===== src/hw/rtl/qtm_pkg.sv =====
// Shared widths, constants and control types of the quaternion to transform matrix block.
`default_nettype none

package qtm_pkg;

	localparam int QUAT_W   = 16;
	localparam int SCALE_W  = 16;
	localparam int POS_W    = 32;
	localparam int PROD_W   = 2 * QUAT_W;
	localparam int ENTRY_W  = PROD_W + 2;
	localparam int SCALED_W = ENTRY_W + SCALE_W;
	localparam int RES_W    = 32;
	localparam int FRAC_DROP = 20;

	localparam int IN_DATA_W  = 7 * QUAT_W + 3 * POS_W;
	localparam int OUT_DATA_W = 12 * RES_W;

	// One in Q.28, used on the diagonal.
	localparam logic signed [ENTRY_W-1:0] ONE_Q28 = ENTRY_W'(64'sd1 <<< 28);
	// Half an output LSB in Q.36, for round to nearest with ties up.
	localparam logic signed [SCALED_W-1:0] HALF_LSB = SCALED_W'(64'sd1 <<< (FRAC_DROP - 1));

	typedef struct packed {
		logic en_s3;
		logic en_s4;
	} stage_en_t;

endpackage

`default_nettype wire


===== src/hw/rtl/qtm_scale_round.sv =====
// Scales one rotation entry by its row scale and rounds the result to Q16.16.
`default_nettype none

module qtm_scale_round
	import qtm_pkg::*;
(
	input  wire logic                       clk,
	input  wire stage_en_t                  stage_en,
	input  wire logic signed [ENTRY_W-1:0]  entry_s2,
	input  wire logic signed [SCALE_W-1:0]  scale_s2,
	output logic        [RES_W-1:0]         result_s4
);

	logic signed [SCALED_W-1:0] scaled_s3;
	logic signed [SCALED_W-1:0] rounded;

	always_ff @(posedge clk) begin
		if (stage_en.en_s3) begin
			scaled_s3 <= SCALED_W'(entry_s2) * SCALED_W'(scale_s2);
		end
	end

	// Adding half an LSB and then flooring gives nearest with ties toward plus infinity.
	assign rounded = scaled_s3 + HALF_LSB;

	always_ff @(posedge clk) begin
		if (stage_en.en_s4) begin
			result_s4 <= RES_W'($signed(rounded[SCALED_W-1:FRAC_DROP]));
		end
	end

endmodule

`default_nettype wire


===== config.mk =====
export PLATFORM = sky130hd
export DESIGN_NAME = qtm_scale_round
export DESIGN_NICKNAME = d
export VERILOG_FILES = /design/src/hw/rtl/qtm_pkg.sv /design/src/hw/rtl/qtm_scale_round.sv
export SDC_FILE = /design/constraint.sdc
export NUM_CORES = 1
export LEC_CHECK = 0
export BUFFER_PORTS_ARGS = -buffer_cell sky130_fd_sc_hd__buf_2
export CAP_MARGIN = 0
export CORE_MARGIN = 4
export CORE_UTILIZATION = 35
export DETAILED_ROUTE_END_ITERATION = 10
export PLACE_DENSITY_LB_ADDON = 0.2
export SLEW_MARGIN = 25
export SYNTH_ARGS = -nofsm -noshare
export SYNTH_HDL_FRONTEND = slang
export SYNTH_SLANG_ARGS = --single-unit

===== constraint.sdc =====
create_clock -name clk -period 7.8 [get_ports clk]
set_input_delay 0.78 -clock clk [delete_from_list [all_inputs] [get_ports clk]]
set_output_delay 0.78 -clock clk [all_outputs]
set_load 0.03 [all_outputs]

== After elaboration in Yosys (flattened, before gate mapping) ==
Index checks and enable logic that the tools add are counted.

* Add/subtract/negate cells: 1
* Multiply operators: 1

{| class="wikitable"
|+ Operators with widths
! kind !! count
|-
| $add 50x21->50 const B || 1
|-
| $mul 34x16->50 || 1
|}

* Register bits: 80
* Input bits: 53
* Output and inout port bits: 32
* Word-level logic and storage cells: 4

== Depth between registers and ports, before layout ==
* Word-level depth: 1
* Gate-level depth with buffers: 25

== Worst setup path after synthesis ==
No wires, ideal clock.

* Path type: input to register
* Start point: input scale_s2[1]
* End point: register scaled_s3[49] (data pin)
* Library setup time: 0.136 ns
* Arrival time: 6.710 ns
* Slack: 0.954 ns
* Stages: 23
* Path buffers: 2
* Cell sequence: clkbuf_1 clkbuf_1 nand2_1 inv_1 fa_1 fa_1 inv_1 fa_1 inv_1 fa_1 fa_1 inv_1 fa_1 inv_1 ha_1 a21oi_1 o21ai_0 nor2_1 o2111ai_2 a2111oi_2 nor2_2 or4_1 nand3_1

* Cells in the longest elaborated chain, start to end: 1

{| class="wikitable"
|+ Ends and longest elaborated chain
! item !! RTL line !! text
|-
| from (decl) || qtm_scale_round.sv:10 || <nowiki>input wire logic signed [SCALE_W-1:0] scale_s2,</nowiki>
|-
| $mul 34x16->50 || qtm_scale_round.sv:19 || <nowiki>scaled_s3 <= SCALED_W'(entry_s2) * SCALED_W'(scale_s2);</nowiki>
|-
| to (signal assigned) || qtm_scale_round.sv:19 ||
|-
| to (decl) || qtm_scale_round.sv:14 || <nowiki>logic signed [SCALED_W-1:0] scaled_s3;</nowiki>
|}

No other way between the ends.
A chain may end at the register's enable or synchronous reset.

== Final worst setup path ==
* Start point: input scale_s2[3]
* End point: register scaled_s3[49] (data pin)

Same word-level chain as after synthesis.

==> flow_summary.ini <==
[outcome]
status = finished, final reports clean

[logic_synthesis]
yosys_warnings = 0
synthTopCellsByArea = fa_1 (50%), inv_1 (11%), edfxtp_1 (8.9%)
synth_seq_cells = 61
postSynth.asyncResetShare = 0
synth_fp_nets = 2875
ys_seq_area_frac = 0.0891
synthFlopType = edfxtp_1
synth_cell_types = 50
synth_area_per_cell_um2 = 9.37
synth_top_area_frac = 0.500
yosys.area.top_type = fa_1
syn_inst = 2193
synth_edf_count = 61
synth_area_um2 = 20500

[floorplan]
coreArea_um2 = 57900
rows = 88
dieWidth_um = 250
start_util = 0.355
pin_count = 85
fp.dieH_um = 250
dieArea_um2 = 62700

[global_route]
globalRouteOverflowTotal = 0
grt_pass1_wl_um = 93000
gr-usage-met3 = 0.0264
grt_max_degree = 35
grt_pass1_vias = 16500
gr-max-usage-layer = met2
grt_util_met1 = 0.253
use_met2 = 0.328
antenna_found_initial = 1
grt_usage = 0.190

[timing]
rsz0062_at_grt = no
fmax_mhz = 134
setup-tns-final_ps = 0
hold_viol_final = 0
slew_viol_final = 0
skew_ps = 5.92
post-route-period-util = 0.958
max_slew_margin = 0.383
min_period_ps = 7470
tightest_slew_ps = 926
setup_viol = 0

[hold_path]
min-delay-start = scaled_s3[23]
hp-class = reg -> reg
hold_end = result_s4[3]
min_delay_path_depth = 1

[finish]
multiInputGateArea_um2 = 16100
syn2layout_area_growth_pct = 8.57
fillers = 5980
final_common_cell = inv_1
layout.nets = 2924
drive_above_1_share = 0.0694
stdcell_area_um2 = 22300
most-common-layout-cells = inv_1 (601), fa_1 (513), nand2_1 (322), and2_1 (214), ha_1 (116)
register_area_um2 = 1830

[critical_path]
cp-start-kind = input pin
reg2reg_from = scaled_s3[21]
crit_start = scale_s2[3]
crit_type = in -> reg
r2r_cells = 9
cp.required_ps = 8000
ff2ff_setup_slack_ps = 5430
arrival_ps = 7670
endpoint_kind = flip-flop
r2r_end = result_s4[26]
path_max_fanout = 32

[clock_network]
cts_made_buffers = 9
cts_resized = 0
insertion_delay_ps = 340
cts.htree.levels = 3
clk_pin_slew_ps = 50
cts_tree = done
cts.sinks = 61
ctsHoldBuffers = 0
cts_buffer_depth = 2
cts_setup_buffers = 0
cts_root_buf = clkbuf_16

[place]
port_buffers = 84
place.gp.congestion = 0.862
place_hpwl_um = 44100
post_dp_cell_area_um2 = 22000

[route]
wl_per_cell_um = 18.9
wirelength_um = 56800
via_count = 14500
ant_nets = 0
first_pass_iters = 5
drt_iter0_markers = 721
avgViaCountPerCell = 4.81
drc = 0

[job]
cap_violations = 0
==> cell usage after synthesis, types with 2 or more instances <==
master / number
o21a_1: 5
nand3_1: 22
buf_4: 2
nand2b_1: 6
xnor2_1: 50
a211oi_2: 2
a21oi_1: 34
nor2b_1: 3
xor2_1: 17
inv_1: 601
or3_1: 2
clkbuf_1: 85
o21bai_1: 5
o211ai_1: 4
o21ai_0: 18
nand2_1: 322
ha_1: 116
and2_1: 214
a21o_1: 4
fa_1: 513
nor3_1: 9
o31ai_1: 2
a311oi_1: 2
nand4_1: 15
nor4_1: 2
nor2_1: 40
a21oi_4: 2
o21ai_2: 2
o22ai_1: 2
and3_1: 12
edfxtp_1: 61
==> registers in the layout, indices dropped and copies added, names as in the netlist <==
register,flops
result_s4,30
scaled_s3,31
==> cells by family after synthesis <==
logic type,count (synthesis),synth area share
fa+ha+maj,629,0.570
xor+xnor,67,0.0286
compound gates,95,0.0328
simple gates,651,0.152
flops,61,0.0891
buf+inv,690,0.127
==> area by class of cell <==
type                    count  area share
flip-flops and latches     61      0.0821
inverters                 601       0.101
multi-input cells        1442       0.722
diodes                      2    0.000224
well taps                 765      0.0429
clock buffers              10      0.0103
repair buffers            127      0.0384
clock inverters             6     0.00286
==> worst max-delay path: stages <==
cell       delay, ps
buf_2            680
nand2_1          180
fa_1             520
fa_1             480
fa_1             560
inv_1             60
fa_1             470
fa_1             530
inv_1             50
fa_1             480
inv_1             50
ha_1             350
a21oi_1          240
o21ai_0          200
o21ai_0          450
buf_4            200
a311oi_1         150
a2111oi_2        520
nor2_2            90
or4_1            510
nand3_1           90
==> how the worst max path moves through the flow <==
| stage | endpoint |
|---|---|
| 2_1_floorplan | scaled_s3[49] |
| 3_3_place_gp | scaled_s3[43] |
| 3_5_place_dp | scaled_s3[49] |
| 4_1_cts | scaled_s3[49] |
| 5_1_grt | scaled_s3[49] |
| 6_report | scaled_s3[49] |
==> metrics by stage <==
step                      worst slack [ps]  utilization  hold slack [ps]  cells
after floorplan                        954            -              527   2193
after CTS                              432        0.385              575   3012
after detailed placement              80.4        0.380              561   2996
after global placement                 171        0.380              562   2996
after global routing                  49.6        0.385              595   3012
final                                  331        0.385              573   3014
==> per-layer routing <==
layer,part of all wire,vias up
met5,0,-
met4,0.029,0
met3,0.048,72
met2,0.49,340
met1,0.43,7690
li1,-,6406
Power is not shown: default switching activity piles up to over one toggle a cycle in this logic, so the estimate is an artifact.
